==> config.mk <==
export PLATFORM = sky130hd
export DESIGN_NAME = htw_front
export DESIGN_NICKNAME = d
export VERILOG_FILES = /design/src/hw/rtl/htw_pkg.sv /design/src/hw/rtl/htw_front.sv
export SDC_FILE = /design/constraint.sdc
export NUM_CORES = 1
export LEC_CHECK = 0
export BUFFER_PORTS_ARGS = -buffer_cell sky130_fd_sc_hd__buf_2
export CORE_MARGIN = 10
export CORE_UTILIZATION = 52
export DETAILED_ROUTE_END_ITERATION = 10
export PLACE_DENSITY = 0.79
export RECOVER_POWER = 25
export SLEW_MARGIN = 30
export SYNTH_ARGS = -nofsm -noshare
export SYNTH_HDL_FRONTEND = slang
export SYNTH_SLANG_ARGS = --single-unit
==> constraint.sdc <==
create_clock -name clock -period 8.05 [get_ports clock]
set_clock_uncertainty 0.05 [all_clocks]
set_input_delay 2.415 -clock clock [delete_from_list [all_inputs] [get_ports clock]]
set_output_delay 2.415 -clock clock [all_outputs]
set_load 0.05 [all_outputs]
==> src/hw/rtl/htw_pkg.sv <==
`timescale 1ns / 1ps
// ----------------------------------------------------------------------------
// htw_pkg
// Shared types and constants of the hierarchical timing wheel.
// ----------------------------------------------------------------------------
package htw_pkg;

   // request opcodes
   localparam logic [1:0] OP_INSERT   = 2'd0;
   localparam logic [1:0] OP_TICK     = 2'd1;
   localparam logic [1:0] OP_DISPATCH = 2'd2;

   // timer pool
   localparam int MAX_TIMERS = 64;
   localparam int ENT_W      = $clog2(MAX_TIMERS);
   localparam int LINK_W     = 7;                 // entry index plus empty marker
   localparam logic [LINK_W-1:0] EMPTY_MARK = 7'h7F;

   // wheel geometry
   localparam int NEAR_BITS  = 8;
   localparam int LEVEL_BITS = 6;
   localparam int NUM_LEVELS = 4;
   localparam int SLOT_AW    = 9;                 // near/level select plus slot

   // front to back queue
   localparam int QDEPTH = 2;
   localparam int QPTR_W = 1;
   localparam int QCNT_W = 2;

   // classified transaction handed to the back end
   typedef struct packed {
      logic [1:0]  kind;
      logic [63:0] id;
      logic [30:0] delay;   // already clamped to non-negative
   } htw_item_type;

endpackage

==> src/hw/rtl/htw_front.sv <==
`timescale 1ns / 1ps
// ----------------------------------------------------------------------------
// htw_front
// Accepts request transactions, clamps the delay, drops unused opcodes and
// queues the rest for the back end.
// ----------------------------------------------------------------------------
module htw_front (
   input  logic                 clock,
   input  logic                 reset,
   input  logic                 req_valid,
   output logic                 req_ready,
   input  logic [1:0]           req_op,
   input  logic [63:0]          req_timer_id,
   input  logic signed [31:0]   req_delay,
   output logic                 q_valid,
   input  logic                 q_ready,
   output htw_pkg::htw_item_type q_item
);

   localparam int QCNT_W = htw_pkg::QCNT_W;

   htw_pkg::htw_item_type        q_mem [htw_pkg::QDEPTH];
   logic [htw_pkg::QPTR_W-1:0]   wr_ptr_ff, wr_ptr_in;
   logic [htw_pkg::QPTR_W-1:0]   rd_ptr_ff, rd_ptr_in;
   logic [htw_pkg::QCNT_W-1:0]   cnt_ff, cnt_in;
   logic                         acc, push, pop;
   htw_pkg::htw_item_type        item;

   assign req_ready = (cnt_ff != htw_pkg::QCNT_W'(htw_pkg::QDEPTH));
   assign acc       = req_valid && req_ready;

   // classify: unused opcode is taken and forgotten
   always_comb begin
      item.kind  = req_op;
      item.id    = req_timer_id;
      item.delay = req_delay[31] ? 31'd0 : req_delay[30:0];
   end

   assign push = acc && (req_op == htw_pkg::OP_INSERT || req_op == htw_pkg::OP_TICK ||
                         req_op == htw_pkg::OP_DISPATCH);
   assign pop  = q_valid && q_ready;

   assign q_valid = (cnt_ff != '0);
   assign q_item  = q_mem[rd_ptr_ff];

   always_comb begin
      wr_ptr_in = push ? wr_ptr_ff + 1'b1 : wr_ptr_ff;
      rd_ptr_in = pop  ? rd_ptr_ff + 1'b1 : rd_ptr_ff;
      cnt_in    = cnt_ff + QCNT_W'(push) - QCNT_W'(pop);
   end

   // queue storage
   always_ff @(posedge clock) begin
      if (push) begin
         q_mem[wr_ptr_ff] <= item;
      end
   end

   always_ff @(posedge clock) begin
      if (reset) begin
         wr_ptr_ff <= '0;
         rd_ptr_ff <= '0;
         cnt_ff    <= '0;
      end else begin
         wr_ptr_ff <= wr_ptr_in;
         rd_ptr_ff <= rd_ptr_in;
         cnt_ff    <= cnt_in;
      end
   end

endmodule

### Word-level counts from Yosys, hierarchy flattened

Memories as Yosys holds them, arrays and structs flattened. A register that Yosys moved wholly into a read port is not among the register bits.
Cells that the tools add are included.

| word-level totals | value |
|---|---|
| flip-flop bits (word level) | 4 |
| memory bits (writable) | 194 |
| input port bits | 102 |
| output and inout bits | 99 |
| logic and storage cells | 23 |
| memories kept | 1 |

Memories:

| name | depth | width | read ports | clocked after Yosys merged registers in | write ports | RTL line | source |
|---|---|---|---|---|---|---|---|
| q_mem | 2 | 97 | 1 | 1 | 1 | htw_front.sv:22 | `htw_pkg::htw_item_type q_mem [htw_pkg::QDEPTH];` |

| operators by class | value |
|---|---|
| add/subtract/negate cells | 4 |
| eq/ne operators | 3 |
| multiplexer cells | 5 |
| reductions and logical operators | 7 |

Operators with widths:

| cell | count |
|---|---|
| $mux W31 | 1 |
| $mux W1 | 4 |
| $logic_and A1 B1 Y1 | 3 |
| $add A1 B1 Y1 const B | 2 |
| $add A2 B1 Y2 | 1 |
| $eq A2 B1 Y1 const B | 1 |
| $eq A2 B2 Y1 const B | 1 |
| $logic_not A2 Y1 | 1 |
| $logic_or A1 B1 Y1 | 2 |
| $ne A2 B2 Y1 const B | 1 |
| $reduce_bool A2 Y1 | 1 |
| $sub A2 B1 Y2 | 1 |

### Depth between registers and ports, before layout

Gate-level depths: netlist (run 1).

| logic depth | value |
|---|---|
| depth after elaboration | 6 |
| depth in mapped cells | 7 |
| mapped depth without buffers | 7 |

### Worst setup path after synthesis (run 1)

No wires, ideal clock.

| timing path | value |
|---|---|
| path kind | input to register |
| start point | in req_valid |
| end point | mem q_mem[0][0] in the netlist's numbering, enable pin |
| library setup time | 554 ps |
| arrival time | 6771 ps |
| required time | 7446 ps |
| slack | 675 ps |
| stages on the path | 3 |
| path buffers | 0 |
| path through | a21boi_4 > nand2_1 > nor2_1 |

| between the ends | value |
|---|---|
| longest elaborated chain between the ends | 4 |

RTL lines:

| what | RTL line | source |
|---|---|---|
| start, declared | htw_front.sv:10 | `input logic req_valid,` |
| $logic_and A1 B1 Y1 | htw_front.sv:30 | `assign acc = req_valid && req_ready;` |
| $logic_and A1 B1 Y1 | htw_front.sv:39 | `assign push = acc && (req_op == htw_pkg::OP_INSERT \|\| req_op == htw_pkg::OP_TICK \|\|` |
| $mux W1 | htw_front.sv:54 | `if (push) begin` |
| $mux W1 (implied by the code) | htw_front.sv:55 | `q_mem[wr_ptr_ff] <= item;` |
| end, declared | htw_front.sv:22 |  |

Every way passes these cells.

==> impl_table.tex, run 1 <==
\begin{tabular}{lr}
\hline
Metric & Value \\
\hline
\multicolumn{2}{l}{\textbf{Outcome}} \\
\quad Run status & finished clean \\
\multicolumn{2}{l}{\textbf{Pwr}} \\
\quad Pwr Density & 318.7 nW/µm² \\
\quad Int Pwr & 1935 µW \\
\quad Final total power & 2937 µW \\
\quad Leak & 0.003373 µW \\
\quad Proportion of power drawn by combinational gates & 27.5\% \\
\quad Clock network fraction of design power & 28.4\% \\
\quad Switching power share of the total & 34.11\% \\
\quad Sequential cell fraction of total power & 44.1\% \\
\quad Worst vdd rail ir drop & 0.1968 mV \\
\quad Net Sw Power & 1002 µW \\
\multicolumn{2}{l}{\textbf{Worst setup path}} \\
\quad Startpoint of the lowest-slack register-to-register path & cnt\_ff[0]\$\_SDFF\_PP0\_ \\
\quad Buffers and inverters on the worst path & 2 \\
\quad Worst path max stage delay & 0.74 ns \\
\quad Register-to-register setup slack & 5.59 ns \\
\quad Worst path cell trace & buf\_4 -> mux2\_1 -> buf\_2 \\
\quad Data required time at the worst endpoint & 5.59 ns \\
\quad Worst Setup Path Type & register to primary output \\
\quad Sort of element at the start of the critical path & register \\
\quad Slowest CP cell & sky130\_fd\_sc\_hd\_\_dfxtp\_4 \\
\quad Arrival @ worst endpoint & 2.57 ns \\
\quad Category of the worst setup path capture point & primary output \\
\quad Worst r2r dst & q\_mem[0][55]\$\_DFFE\_PP\_ \\
\quad Largest fanout on the critical path & 52 \\
\quad FF-to-FF path depth & 4 \\
\quad Cell type group with the largest total delay on the critical path & buffers and inverters \\
\multicolumn{2}{l}{\textbf{Clocking}} \\
\quad \# Post-CTS Setup Buffers & 0 \\
\quad Source-to-sink clock delay at the later pin of the worst-skew pair & 0.42 ns \\
\quad Cell at the root of the clock tree & sky130\_fd\_sc\_hd\_\_clkbuf\_16 \\
\quad Clock Sink Count & 199 \\
\quad TritonCTS Buffers & 17 \\
\quad Clock transition at the register clock pins on the worst setup and hold paths after CTS & 0.07 ns \\
\quad Number of levels the H-tree was split into & 4 \\
\quad Clock tree from TritonCTS & built \\
\quad Number of instances resized during post-cts repair & 0 \\
\quad Hold bufs inserted after CTS & 0 \\
\quad Buffer depth of the longest clock path & 2 \\
\multicolumn{2}{l}{\textbf{Floorplanning}} \\
\quad Number of top-level design ports & 201 \\
\quad Number of standard-cell rows in the floorplan & 43 \\
\quad Effective utilization at floorplan & 53.35\% \\
\quad Die extent in y & 139.8 µm \\
\quad Die area & 19540 µm² \\
\quad Die X-Extent & 139.8 µm \\
\quad Standard cell core area & 13990 µm² \\
\multicolumn{2}{l}{\textbf{Detailed routing}} \\
\quad DR WL/cell & 19.10 µm \\
\quad Via count & 3877 \\
\quad Antenna violation net count after detailed routing & 0 \\
\quad Vias per cell & 5.042 \\
\quad Count of routing violations after the opening detailed-route iteration & 207 \\
\quad Remaining routing DRC violations & 0 \\
\quad Total Wirelength & 14.69 mm \\
\quad First-pass iteration count of the detailed router & 4 \\
\multicolumn{2}{l}{\textbf{GRT}} \\
\quad Global-route total usage across every layer & 14.86\% \\
\quad Via count of the first global-routing pass & 4299 \\
\quad First-pass GRT wire length & 22.72 mm \\
\quad Antenna violations before repair & 1 \\
\quad Largest net degree at the start of global routing & 58 \\
\quad Total global routing overflow & 0 \\
\multicolumn{2}{l}{\textbf{Yosys}} \\
\quad Synth Net Count & 470 \\
\quad Gate count of the mapped netlist & 367 \\
\quad Post-Syn Area & 7462 µm² \\
\quad Unique masters post-synth & 23 \\
\quad Syn Area/Cell & 20.33 µm² \\
\quad Share of synthesized area occupied by flip-flops and latches & 79.41\% \\
\quad Synth Register Bits & 199 \\
\quad Warning count from the yosys run & 0 \\
\multicolumn{2}{l}{\textbf{Min path}} \\
\quad Hold\_sp & rd\_ptr\_ff\$\_SDFFE\_PP0P\_ \\
\quad Hold path depth & 2 \\
\quad Worst hold path class & register to register \\
\multicolumn{2}{l}{\textbf{Final layout}} \\
\quad Final antenna diode count & 0 \\
\quad Synth-to-layout area growth & 23.51\% \\
\quad Layout Nets & 679 \\
\quad Finished Cell Area & 9216 µm² \\
\quad Fraction of layout cells with a size suffix above 1 & 32.77\% \\
\multicolumn{2}{l}{\textbf{Placed design}} \\
\quad Number of buffers added on ports & 200 \\
\quad Total half-perimeter wirelength after legalization and detailed placement & 10.31 mm \\
\quad Post-placement cell area & 8682 µm² \\
\quad Routability congestion estimate & 0.7451 \\
\multicolumn{2}{l}{\textbf{STA}} \\
\quad Achievable Freq & 0.1988 GHz \\
\quad Sum of negative setup slack & 0 ns \\
\quad Final Hold Viols & 0 \\
\quad Relative slew margins & 48.54\% \\
\quad Worst-margin pin slew & 0.7719 ns \\
\quad Final setup viols & 0 \\
\quad Final period utilization & 62.49\% \\
\quad RSZ-0062 raised after global routing & false \\
\quad Number of pins exceeding their max-slew limit in the final report & 0 \\
\quad Post-layout min period & 5.030 ns \\
\multicolumn{2}{l}{\textbf{Flow run}} \\
\quad Max-cap violations & 0 \\
\hline
\end{tabular}
-- synthesized netlist by cell type, drive strengths merged --
library cell  instances  area, µm²
and2b                 1      7.510
buf                  10      57.55
nand2b                1      6.260
edfxtp              194       5826
or2                   1      6.260
xor2                  2      17.52
a21oi                 2      10.01
mux2                 98       1107
nor2                  6      22.52
clkbuf                4      15.01
ha                    1      12.51
a211oi                1      7.510
or3                   1      6.260
dfxtp                 5      100.1
nor2b                33      214.0
a21boi                1      18.77
o21ai                 1      5.000
and3                  1      6.260
nand3                 1      5.000
nand2                 3      11.26
-- how the worst max path moves through the flow --
stage / cells after the start / to
floorplan: 3 / q_mem[0][0]$_DFFE_PP_
global placement: 5 / q_mem[0][57]$_DFFE_PP_
detailed placement: 5 / q_mem[0][57]$_DFFE_PP_
CTS: 3 / q_item[6]
global route: 3 / q_item[6]
finish: 3 / q_item[6]
-- cell usage in the layout (no fill, tap or decap), types with 4 or more instances in the layout --
cell type,n
sky130_fd_sc_hd__nor2b_1,32
sky130_fd_sc_hd__clkinv_4,4
sky130_fd_sc_hd__dfxtp_1,4
sky130_fd_sc_hd__mux2_1,97
sky130_fd_sc_hd__clkbuf_16,17
sky130_fd_sc_hd__buf_2,156
sky130_fd_sc_hd__nor2_1,5
sky130_fd_sc_hd__clkbuf_1,46
sky130_fd_sc_hd__edfxtp_1,194
-- kinds of logic (layout without fill, tap and decap cells) --
group / count (synthesis) / in the layout / share of synthesized area, %
xor+xnor: 2 / 2 / 0.2348
flops: 199 / 199 / 79.41
mux: 98 / 98 / 14.84
fa+ha+maj: 1 / 1 / 0.1676
compound gates: 5 / 5 / 0.5533
buf+inv: 14 / 236 / 0.9724
simple gates: 48 / 48 / 3.823
-- state kept, by name (all words and copies together) (netlist names), named ones only --
| name | count |
|---|---|
| q_mem | 194 |
| cnt_ff | 2 |
| rd_ptr_ff | 1 |
| wr_ptr_ff | 1 |
-- metal layers --
metal / global-route usage [%] / wire length [µm] / vias up
met1: 16.33 / 5669 / 1866
met4: 6.141 / 262 / 2
met2: 24.47 / 7374 / 148
met5: 0 / 13 / -
met3: 6.737 / 1372 / 23
li1: - / - / 1838
-- worst reg2reg max path, cell delays in order, from the launching register on --
cell	delay (ns)
sky130_fd_sc_hd__dfxtp_1	0.43
sky130_fd_sc_hd__nand2b_1	0.21
sky130_fd_sc_hd__nand2_1	0.14
sky130_fd_sc_hd__nor2_4	0.51
sky130_fd_sc_hd__buf_4	0.73
-- through the flow --
| stage | util [%] | hold slack, ns | setup WS [ns] | cells |
|---|---|---|---|---|
| 2_1_floorplan | - | 0.4225 | 0.6750 | 367 |
| 3_3_place_gp | 61.87 | 0.4379 | 3.034 | 736 |
| 3_5_place_dp | 62.07 | 0.4410 | 3.399 | 737 |
| 4_1_cts | 66.28 | 0.4668 | 2.971 | 769 |
| 5_1_grt | 65.89 | 0.5158 | 2.870 | 769 |
| 6_report | 65.89 | 0.4658 | 3.020 | 769 |
-- power by group through the flow --
stage,logic (µW),registers (µW),clock network (µW)
finish,807,1300,835
global route,850,1310,894
CTS,823,1300,853
detailed placement,820,1320,0
global placement,808,1310,0
floorplan,647,1300,0
-- final cells by class --
class                      instances  area [µm²]
clock buffer                      19       432.9
clock inverter                    13       156.4
fill                             973        4772
multi-input combinational        154        1476
sequential                       199        5929
tap                              180       225.2
timing repair buffer             204       996.0
Power figures use the tool's default switching activity.
==> run 2: changes to the inputs <==
==> constraint.sdc (replaced) <==
create_clock -name clock -period 4.7 [get_ports clock]
set_clock_uncertainty 0.05 [all_clocks]
set_input_delay 1.41 -clock clock [delete_from_list [all_inputs] [get_ports clock]]
set_output_delay 1.41 -clock clock [all_outputs]
set_load 0.05 [all_outputs]
==> impl_table.tex, run 2 (same netlist as run 1, synthesis figures left out) <==
\begin{tabular}{lr}
\hline
Metric & Value \\
\hline
\multicolumn{2}{l}{\textbf{Outcome}} \\
\quad Run status & finished clean \\
\multicolumn{2}{l}{\textbf{GRT}} \\
\quad Antenna violations before repair & 0 (-1) \\
\quad GR Layer Usage met2 & 26.23\% (+1.8 points) \\
\quad Total global routing overflow & 0 (unchanged) \\
\quad Met1 Resource Use GR & 17.36\% (+1.0 points) \\
\quad Fraction of met3 tracks used by global routing & 6.465\% (-0.27 points) \\
\quad Via count of the first global-routing pass & 4371 (+1.7\%) \\
\quad Largest net degree at the start of global routing & 54 (-6.9\%) \\
\quad Global-route layer with the greatest usage & met2 \\
\quad Global-route total usage across every layer & 15.45\% (+0.59 points) \\
\quad First-pass GRT wire length & 23.48 mm (+3.3\%) \\
\multicolumn{2}{l}{\textbf{Final layout}} \\
\quad Final antenna diode count & 0 (unchanged) \\
\quad Top register by number of flip-flops & q\_mem \\
\quad Layout Nets & 679 (unchanged) \\
\quad Registers with the highest flip-flop counts & q\_mem x194, cnt\_ff x2 \\
\quad Most common cell after layout, fill and taps aside & sky130\_fd\_sc\_hd\_\_edfxtp\_1 \\
\quad Number of flip-flops in the largest register & 194 (unchanged) \\
\quad Top library cells by usage in the layout, fill and taps aside & 194 x sky130\_fd\_sc\_hd\_\_edfxtp\_1, 168 x sky130\_fd\_sc\_hd\_\_buf\_2, 97 x sky130\_fd\_sc\_hd\_\_mux2\_1 \\
\quad Synth-to-layout area growth & 24.40\% \\
\quad Fraction of layout cells with a size suffix above 1 & 34.97\% (+2.2 points) \\
\multicolumn{2}{l}{\textbf{Pwr}} \\
\quad Worst vdd rail ir drop & 0.3417 mV (+74\%) \\
\quad Pwr Density & 554.2 nW/µm² (+74\%) \\
\quad Leak & 0.003436 µW (+1.9\%) \\
\quad Final total power & 5145 µW (+75\%) \\
\multicolumn{2}{l}{\textbf{STA}} \\
\quad Number of pins exceeding their max-slew limit in the final report & 0 (unchanged) \\
\quad Achievable Freq & 0.2706 GHz \\
\quad Relative slew margins & 55.15\% (+6.6 points) \\
\quad Worst-margin pin slew & 0.6728 ns (-0.09911 ns) \\
\quad Min Hold Slack & 0.4715 ns (+0.005705 ns) \\
\quad Final Hold Viols & 0 (unchanged) \\
\quad Post-layout min period & 3.696 ns \\
\quad Final period utilization & 78.64\% \\
\quad Sum of negative setup slack & 0 ns (unchanged) \\
\quad Worst setup slack after layout & 1.004 ns (-2.016 ns) \\
\quad Final setup viols & 0 (unchanged) \\
\quad RSZ-0062 raised after global routing & false \\
\multicolumn{2}{l}{\textbf{Worst setup path}} \\
\quad Category of the worst setup path capture point & primary output \\
\quad Worst path cell trace & buf\_12 -> mux2\_1 -> buf\_2 \\
\quad Startpoint of the lowest-slack register-to-register path & cnt\_ff[0]\$\_SDFF\_PP0\_ \\
\quad Register-to-register setup slack & 2.58 ns (-3.01 ns) \\
\quad Arrival @ worst endpoint & 2.24 ns (-0.33 ns) \\
\quad Worst r2r dst & q\_mem[1][43]\$\_DFFE\_PP\_ \\
\quad Data required time at the worst endpoint & 3.24 ns (-2.35 ns) \\
\quad Worst Setup Path Type & register to primary output \\
\quad FF-to-FF path depth & 3 (-1) \\
\quad Worst path max stage delay & 0.76 ns (+0.02 ns) \\
\quad Largest fanout on the critical path & 53 (+1.9\%) \\
\quad Sort of element at the start of the critical path & register \\
\quad Slowest CP cell & sky130\_fd\_sc\_hd\_\_dfxtp\_4 \\
\multicolumn{2}{l}{\textbf{Floorplanning}} \\
\quad Die extent in y & 139.8 µm (unchanged) \\
\quad Number of top-level design ports & 201 (unchanged) \\
\quad Number of standard-cell rows in the floorplan & 43 (unchanged) \\
\quad Die area & 19540 µm² (unchanged) \\
\quad Die X-Extent & 139.8 µm (unchanged) \\
\quad Standard cell core area & 13990 µm² (unchanged) \\
\quad Effective utilization at floorplan & 53.35\% (unchanged) \\
\multicolumn{2}{l}{\textbf{Placed design}} \\
\quad Number of buffers added on ports & 200 (unchanged) \\
\quad Routability congestion estimate & 0.7544 (+1.2\%) \\
\quad Worst setup slack after placement & 1.449 ns (-1.950 ns) \\
\quad Total half-perimeter wirelength after legalization and detailed placement & 10.79 mm (+4.7\%) \\
\multicolumn{2}{l}{\textbf{Clocking}} \\
\quad Hold bufs inserted after CTS & 0 (unchanged) \\
\quad Clock tree from TritonCTS & built \\
\quad Source-to-sink clock delay at the later pin of the worst-skew pair & 0.41 ns (about the same) \\
\quad Number of instances resized during post-cts repair & 0 (unchanged) \\
\quad \# Post-CTS Setup Buffers & 0 (unchanged) \\
\quad Clock transition at the register clock pins on the worst setup and hold paths after CTS & 0.07 ns (about the same) \\
\quad Buffer depth of the longest clock path & 2 (unchanged) \\
\quad TritonCTS Buffers & 17 (unchanged) \\
\quad Cell at the root of the clock tree & sky130\_fd\_sc\_hd\_\_clkbuf\_16 \\
\quad Number of levels the H-tree was split into & 4 (unchanged) \\
\quad Clock Sink Count & 199 (unchanged) \\
\multicolumn{2}{l}{\textbf{Detailed routing}} \\
\quad Vias per cell & 5.147 (+2.1\%) \\
\quad First-pass iteration count of the detailed router & 4 (unchanged) \\
\quad DR WL/cell & 19.77 µm (+3.5\%) \\
\quad Antenna violation net count after detailed routing & 0 (unchanged) \\
\quad Count of routing violations after the opening detailed-route iteration & 260 (+26\%) \\
\quad Total Wirelength & 15.20 mm (+3.5\%) \\
\quad Remaining routing DRC violations & 0 (unchanged) \\
\quad Via count & 3958 (+2.1\%) \\
\multicolumn{2}{l}{\textbf{Min path}} \\
\quad Worst hold path class & register to register \\
\quad Hold path depth & 2 (unchanged) \\
\quad Hold\_sp & rd\_ptr\_ff\$\_SDFFE\_PP0P\_ \\
\multicolumn{2}{l}{\textbf{Flow run}} \\
\quad Max-cap violations & 0 (unchanged) \\
\hline
\end{tabular}
[run 2: cell types whose count changed in the layout (fill, tap and decap cells not counted), sizes merged]
cell / delta
clkinv: -1
bufinv: +2
clkinvlp: -2
clkbuf: -12
buf: +12
inv: +1
[run 2: metrics by stage]
stage	instances	instance area, µm²	utilization [%]
2_1_floorplan	367	7470	-
3_3_place_gp	737	8687	62.10
3_5_place_dp	737	8687	62.10
4_1_cts	769	9323	66.65
5_1_grt	769	9283	66.36
6_report	769	9283	66.36
[run 2: area by class of cell]
cell class	instances	area, µm²
flip-flops and latches	199	5929
fillers	976	4706
multi-input cells	154	1476
repair buffers	204	1016
clock buffers	19	432.9
well taps	180	225.2
clock inverters	13	202.7
[run 2: worst max path at each step]
stage                                        to  slack (ns)  cells after the start
final                                q_item[44]        1.00                      3
after global routing                 q_item[44]        0.90                      3
after CTS                            q_item[43]        0.98                      3
after detailed placement             q_item[43]        1.45                      3
after global placement               q_item[43]        1.45                      3
after floorplan           q_mem[1][0]$_DFFE_PP_        0.26                      2
[run 2: power by group]
part | internal, µW | switching, µW | total (µW)
sequential | 2140 | 83.1 | 2220
clock | 944 | 588 | 1530
combinational | 347 | 1040 | 1390
[run 2: critical path: cells and delay by family, from the launching register on]
family	cells	cell delay, ns
DFF	1	0.76
buffers and inverters	2	0.59
muxes	1	0.40
[run 2: metal layers]
layer / part of all wire [%] / vias to the layer above
li1: - / 1843
met1: 38 / 1950
met2: 52 / 159
met3: 8.7 / 6
met4: 0.60 / 0
met5: 0 / -
==> run 3: changes to the inputs <==
--- a/config.mk
+++ b/config.mk
@@ -5,11 +5,12 @@
 export SDC_FILE = /design/constraint.sdc
 export NUM_CORES = 1
 export LEC_CHECK = 0
+export ABC_AREA = 1
 export BUFFER_PORTS_ARGS = -buffer_cell sky130_fd_sc_hd__buf_2
 export CORE_MARGIN = 10
-export CORE_UTILIZATION = 52
+export CORE_UTILIZATION = 47
 export DETAILED_ROUTE_END_ITERATION = 10
-export PLACE_DENSITY = 0.79
+export PLACE_DENSITY = 0.75
 export RECOVER_POWER = 25
 export SLEW_MARGIN = 30
 export SYNTH_ARGS = -nofsm -noshare
==> constraint.sdc (replaced) <==
create_clock -name clock -period 3.1 [get_ports clock]
set_clock_uncertainty 0.05 [all_clocks]
set_input_delay 0.93 -clock clock [delete_from_list [all_inputs] [get_ports clock]]
set_output_delay 0.93 -clock clock [all_outputs]
set_load 0.05 [all_outputs]
==> impl_table.tex, run 3 <==
\begin{tabular}{lr}
\hline
Metric & Value \\
\hline
\multicolumn{2}{l}{\textbf{Pwr}} \\
\quad Pwr Density & 867.3 nW/µm² (+56\%) \\
\quad Worst vdd rail ir drop & 0.3887 mV (+14\%) \\
\quad Clock network fraction of design power & 25.9\% (-3.9 points) \\
\quad Switching power share of the total & 37.26\% (+3.9 points) \\
\quad Sequential cell fraction of total power & 41.6\% (-1.6 points) \\
\quad Net Sw Power & 3060 µW (+78\%) \\
\quad Leak & 0.003672 µW (+6.9\%) \\
\quad Proportion of power drawn by combinational gates & 32.5\% (+5.5 points) \\
\quad Int Pwr & 5153 µW (+50\%) \\
\multicolumn{2}{l}{\textbf{Yosys}} \\
\quad Post-Syn Area & 7607 µm² (+1.9\%) \\
\quad Gate count of the mapped netlist & 405 (+10\%) \\
\quad Most used flip-flop cell after synthesis & sky130\_fd\_sc\_hd\_\_edfxtp\_1 \\
\quad Synth top area cells & sky130\_fd\_sc\_hd\_\_edfxtp\_1 77\%, sky130\_fd\_sc\_hd\_\_mux2\_2 9.9\%, sky130\_fd\_sc\_hd\_\_mux2\_4 5.9\%, sky130\_fd\_sc\_hd\_\_inv\_1 2.0\%, sky130\_fd\_sc\_hd\_\_nor2\_1 1.9\% \\
\quad Top-count cell post-synth & sky130\_fd\_sc\_hd\_\_edfxtp\_1 \\
\quad Unique masters post-synth & 16 (-30\%) \\
\quad Post-synthesis async set-or-reset flop share & 0\% (unchanged) \\
\quad Cell types with the highest counts after synthesis & 194 x sky130\_fd\_sc\_hd\_\_edfxtp\_1, 67 x sky130\_fd\_sc\_hd\_\_mux2\_2, 40 x sky130\_fd\_sc\_hd\_\_inv\_1, 38 x sky130\_fd\_sc\_hd\_\_nor2\_1, 30 x sky130\_fd\_sc\_hd\_\_mux2\_4 \\
\quad Share of synthesized area occupied by flip-flops and latches & 77.89\% (-1.5 points) \\
\quad Largest area contributor in the synthesized netlist & sky130\_fd\_sc\_hd\_\_edfxtp\_1 \\
\quad Warning count from the yosys run & 0 (unchanged) \\
\quad Share of the synthesized area in the top cell type & 76.58\% (-1.5 points) \\
\quad Synth Register Bits & 199 (unchanged) \\
\quad Synth Net Count & 508 (+8.1\%) \\
\quad Number of synthesized flops with an enable pin & 194 (unchanged) \\
\quad Syn Area/Cell & 18.78 µm² (-7.6\%) \\
\multicolumn{2}{l}{\textbf{Worst setup path}} \\
\quad Sort of element at the start of the critical path & register \\
\quad Arrival @ worst endpoint & 1.94 ns (-0.30 ns) \\
\quad Startpoint of the lowest-slack register-to-register path & cnt\_ff[0]\$\_SDFF\_PP0\_ \\
\quad Worst r2r dst & q\_mem[1][17]\$\_DFFE\_PP\_ \\
\quad FF-to-FF path depth & 5 (+2) \\
\quad Register-to-register setup slack & 1.26 ns (-1.32 ns) \\
\quad Data required time at the worst endpoint & 2.12 ns (-1.12 ns) \\
\quad Worst Setup Path Type & register to primary output \\
\quad Category of the worst setup path capture point & primary output \\
\quad Largest fanout on the critical path & 20 (-62\%) \\
\multicolumn{2}{l}{\textbf{STA}} \\
\quad Final period utilization & 94.19\% \\
\quad Final Hold Viols & 0 (unchanged) \\
\quad Sum of negative setup slack & 0 ns (unchanged) \\
\quad Worst-margin pin slew & 0.6502 ns (-0.02255 ns) \\
\quad Number of pins exceeding their max-slew limit in the final report & 0 (unchanged) \\
\quad Min Hold Slack & 0.4271 ns (-0.04432 ns) \\
\quad Achievable Freq & 0.3425 GHz \\
\quad Relative slew margins & 56.65\% (+1.5 points) \\
\quad Final setup viols & 0 (unchanged) \\
\quad RSZ-0062 raised after global routing & false \\
\quad Post-layout min period & 2.920 ns \\
\multicolumn{2}{l}{\textbf{GRT}} \\
\quad Met1 Resource Use GR & 16.23\% (-1.1 points) \\
\quad Total global routing overflow & 0 (unchanged) \\
\quad Global-route layer with the greatest usage & met2 \\
\quad Largest net degree at the start of global routing & 56 (+3.7\%) \\
\quad Via count of the first global-routing pass & 4487 (+2.7\%) \\
\quad Global-route total usage across every layer & 14.33\% (-1.1 points) \\
\quad First-pass GRT wire length & 24.00 mm (+2.2\%) \\
\quad Fraction of met3 tracks used by global routing & 6.296\% (-0.17 points) \\
\quad Antenna violations before repair & 1 (+1) \\
\quad GR Layer Usage met2 & 23.47\% (-2.8 points) \\
\multicolumn{2}{l}{\textbf{Outcome}} \\
\quad Run status & finished clean \\
\multicolumn{2}{l}{\textbf{Floorplanning}} \\
\quad Die area & 21680 µm² (+11\%) \\
\quad Number of standard-cell rows in the floorplan & 46 (+7.0\%) \\
\quad Die extent in y & 147.2 µm (+5.3\%) \\
\quad Standard cell core area & 15890 µm² (+14\%) \\
\quad Effective utilization at floorplan & 47.89\% (-5.5 points) \\
\quad Number of top-level design ports & 201 (unchanged) \\
\quad Die X-Extent & 147.2 µm (+5.3\%) \\
\multicolumn{2}{l}{\textbf{Placed design}} \\
\quad Number of buffers added on ports & 200 (unchanged) \\
\quad Post-placement cell area & 8922 µm² (+2.7\%) \\
\quad Routability congestion estimate & 0.7066 (-6.3\%) \\
\quad Total half-perimeter wirelength after legalization and detailed placement & 11.18 mm (+3.6\%) \\
\multicolumn{2}{l}{\textbf{Final layout}} \\
\quad Number of flip-flops in the largest register & 194 (unchanged) \\
\quad Top register by number of flip-flops & q\_mem \\
\quad Registers with the highest flip-flop counts & q\_mem x194, cnt\_ff x2 \\
\quad Post-layout utilization of the core & 59.61\% (-6.8 points) \\
\quad Finished Cell Area & 9469 µm² (+2.0\%) \\
\quad Top library cells by usage in the layout, fill and taps aside & 194 x sky130\_fd\_sc\_hd\_\_edfxtp\_1, 172 x sky130\_fd\_sc\_hd\_\_buf\_2, 67 x sky130\_fd\_sc\_hd\_\_mux2\_2 \\
\quad Layout Nets & 720 (+6.0\%) \\
\quad Synth-to-layout area growth & 24.47\% (about the same) \\
\quad Fraction of layout cells with a size suffix above 1 & 49.68\% (+15 points) \\
\quad Most common cell after layout, fill and taps aside & sky130\_fd\_sc\_hd\_\_edfxtp\_1 \\
\quad Fillers & 1239 (+27\%) \\
\multicolumn{2}{l}{\textbf{Clocking}} \\
\quad TritonCTS Buffers & 17 (unchanged) \\
\quad Clock tree from TritonCTS & built \\
\quad Cell at the root of the clock tree & sky130\_fd\_sc\_hd\_\_clkbuf\_16 \\
\quad \# Post-CTS Setup Buffers & 0 (unchanged) \\
\quad Number of instances resized during post-cts repair & 0 (unchanged) \\
\quad Buffer depth of the longest clock path & 2 (unchanged) \\
\quad Number of levels the H-tree was split into & 4 (unchanged) \\
\quad Clock transition at the register clock pins on the worst setup and hold paths after CTS & 0.07 ns (about the same) \\
\quad Hold bufs inserted after CTS & 0 (unchanged) \\
\quad Clock Sink Count & 199 (unchanged) \\
\quad Source-to-sink clock delay at the later pin of the worst-skew pair & 0.43 ns (+0.02 ns) \\
\multicolumn{2}{l}{\textbf{Min path}} \\
\quad Worst hold path class & register to register \\
\quad Hold\_sp & rd\_ptr\_ff\$\_SDFFE\_PP0P\_ \\
\quad Hold path depth & 2 (unchanged) \\
\multicolumn{2}{l}{\textbf{Flow run}} \\
\quad Max-cap violations & 0 (unchanged) \\
\multicolumn{2}{l}{\textbf{Detailed routing}} \\
\quad Remaining routing DRC violations & 0 (unchanged) \\
\quad Antenna violation net count after detailed routing & 0 (unchanged) \\
\quad Total Wirelength & 15.70 mm (+3.2\%) \\
\quad First-pass iteration count of the detailed router & 4 (unchanged) \\
\quad Via count & 4081 (+3.1\%) \\
\quad Count of routing violations after the opening detailed-route iteration & 229 (-12\%) \\
\quad Vias per cell & 4.818 (-6.4\%) \\
\quad DR WL/cell & 18.53 µm (-6.3\%) \\
\hline
\end{tabular}
==> run 3: cell types whose count changed in the layout (fill, tap and decap cells not counted), moves of 4 or more <==
| cell | change |
|---|---|
| sky130_fd_sc_hd__clkinvlp_4 | +4 |
| sky130_fd_sc_hd__clkbuf_1 | -7 |
| sky130_fd_sc_hd__inv_1 | +40 |
| sky130_fd_sc_hd__bufinv_16 | -5 |
| sky130_fd_sc_hd__mux2_4 | +29 |
| sky130_fd_sc_hd__nor2b_1 | -32 |
| sky130_fd_sc_hd__inv_8 | +5 |
| sky130_fd_sc_hd__mux2_1 | -97 |
| sky130_fd_sc_hd__nor2_1 | +31 |
| sky130_fd_sc_hd__nand2_1 | +4 |
| sky130_fd_sc_hd__buf_2 | +4 |
| sky130_fd_sc_hd__mux2_2 | +67 |
==> run 3: final cells by class <==
type,instances,area (µm²),share of cell area [%]
Multi-Input combinational cell,152,1469,15.51
Clock inverter,15,153.9,1.625
Tap cell,216,270.3,2.854
Antenna cell,1,2.502,0.02643
Clock buffer,17,425.4,4.493
Timing Repair Buffer,207,1069,11.28
Sequential cell,199,5929,62.62
Inverter,40,150.1,1.586
==> run 3: how the worst max path moves through the flow <==
stage	endpoint	slack, ns	cells after the start
6_report	q_item[51]	0.18	3
5_1_grt	q_item[51]	0.09	3
4_1_cts	q_item[51]	0.14	3
3_5_place_dp	q_item[51]	0.62	3
3_3_place_gp	q_item[24]	0.66	3
2_1_floorplan	q_mem[1][0]$_DFFE_PP_	0.01	3
==> run 3: cells by family after synthesis <==
kind of cell / synth area share, %
compound gates: 0.3288
xor+xnor: 0.1152
fa+ha+maj: 0.1644
buf+inv: 3.256
flops: 77.89
mux: 15.84
simple gates: 2.401
==> run 3: per-layer routing <==
layer / vias to the layer above / wire (µm)
met5: - / 0
met4: 0 / 274
met3: 19 / 1195
met2: 155 / 7789
met1: 1992 / 6439
li1: 1915 / -
==> run 3: critical path, stage by stage (launching register included) <==
cell	delay [ns]
sky130_fd_sc_hd__dfxtp_4	0.58
sky130_fd_sc_hd__buf_4	0.34
sky130_fd_sc_hd__mux2_2	0.37
sky130_fd_sc_hd__buf_2	0.21
==> run 3: power groups by stage <==
stage	sequential (µW)	clock [µW]	combinational, µW
2_1_floorplan	3420	0	2160
3_3_place_gp	3460	0	2670
3_5_place_dp	3480	0	2710
4_1_cts	3420	2180	2710
5_1_grt	3450	2290	2810
6_report	3420	2130	2670
==> run 3: stage by stage <==
| step | setup WS [ns] | std cells | total power [µW] |
|---|---|---|---|
| global placement | 0.6644 | 814 | 6131 |
| CTS | 0.1419 | 846 | 8314 |
| detailed placement | 0.6151 | 814 | 6191 |
| floorplan | 0.01495 | 405 | 5581 |
| global route | 0.09379 | 847 | 8546 |
| finish | 0.1802 | 847 | 8213 |
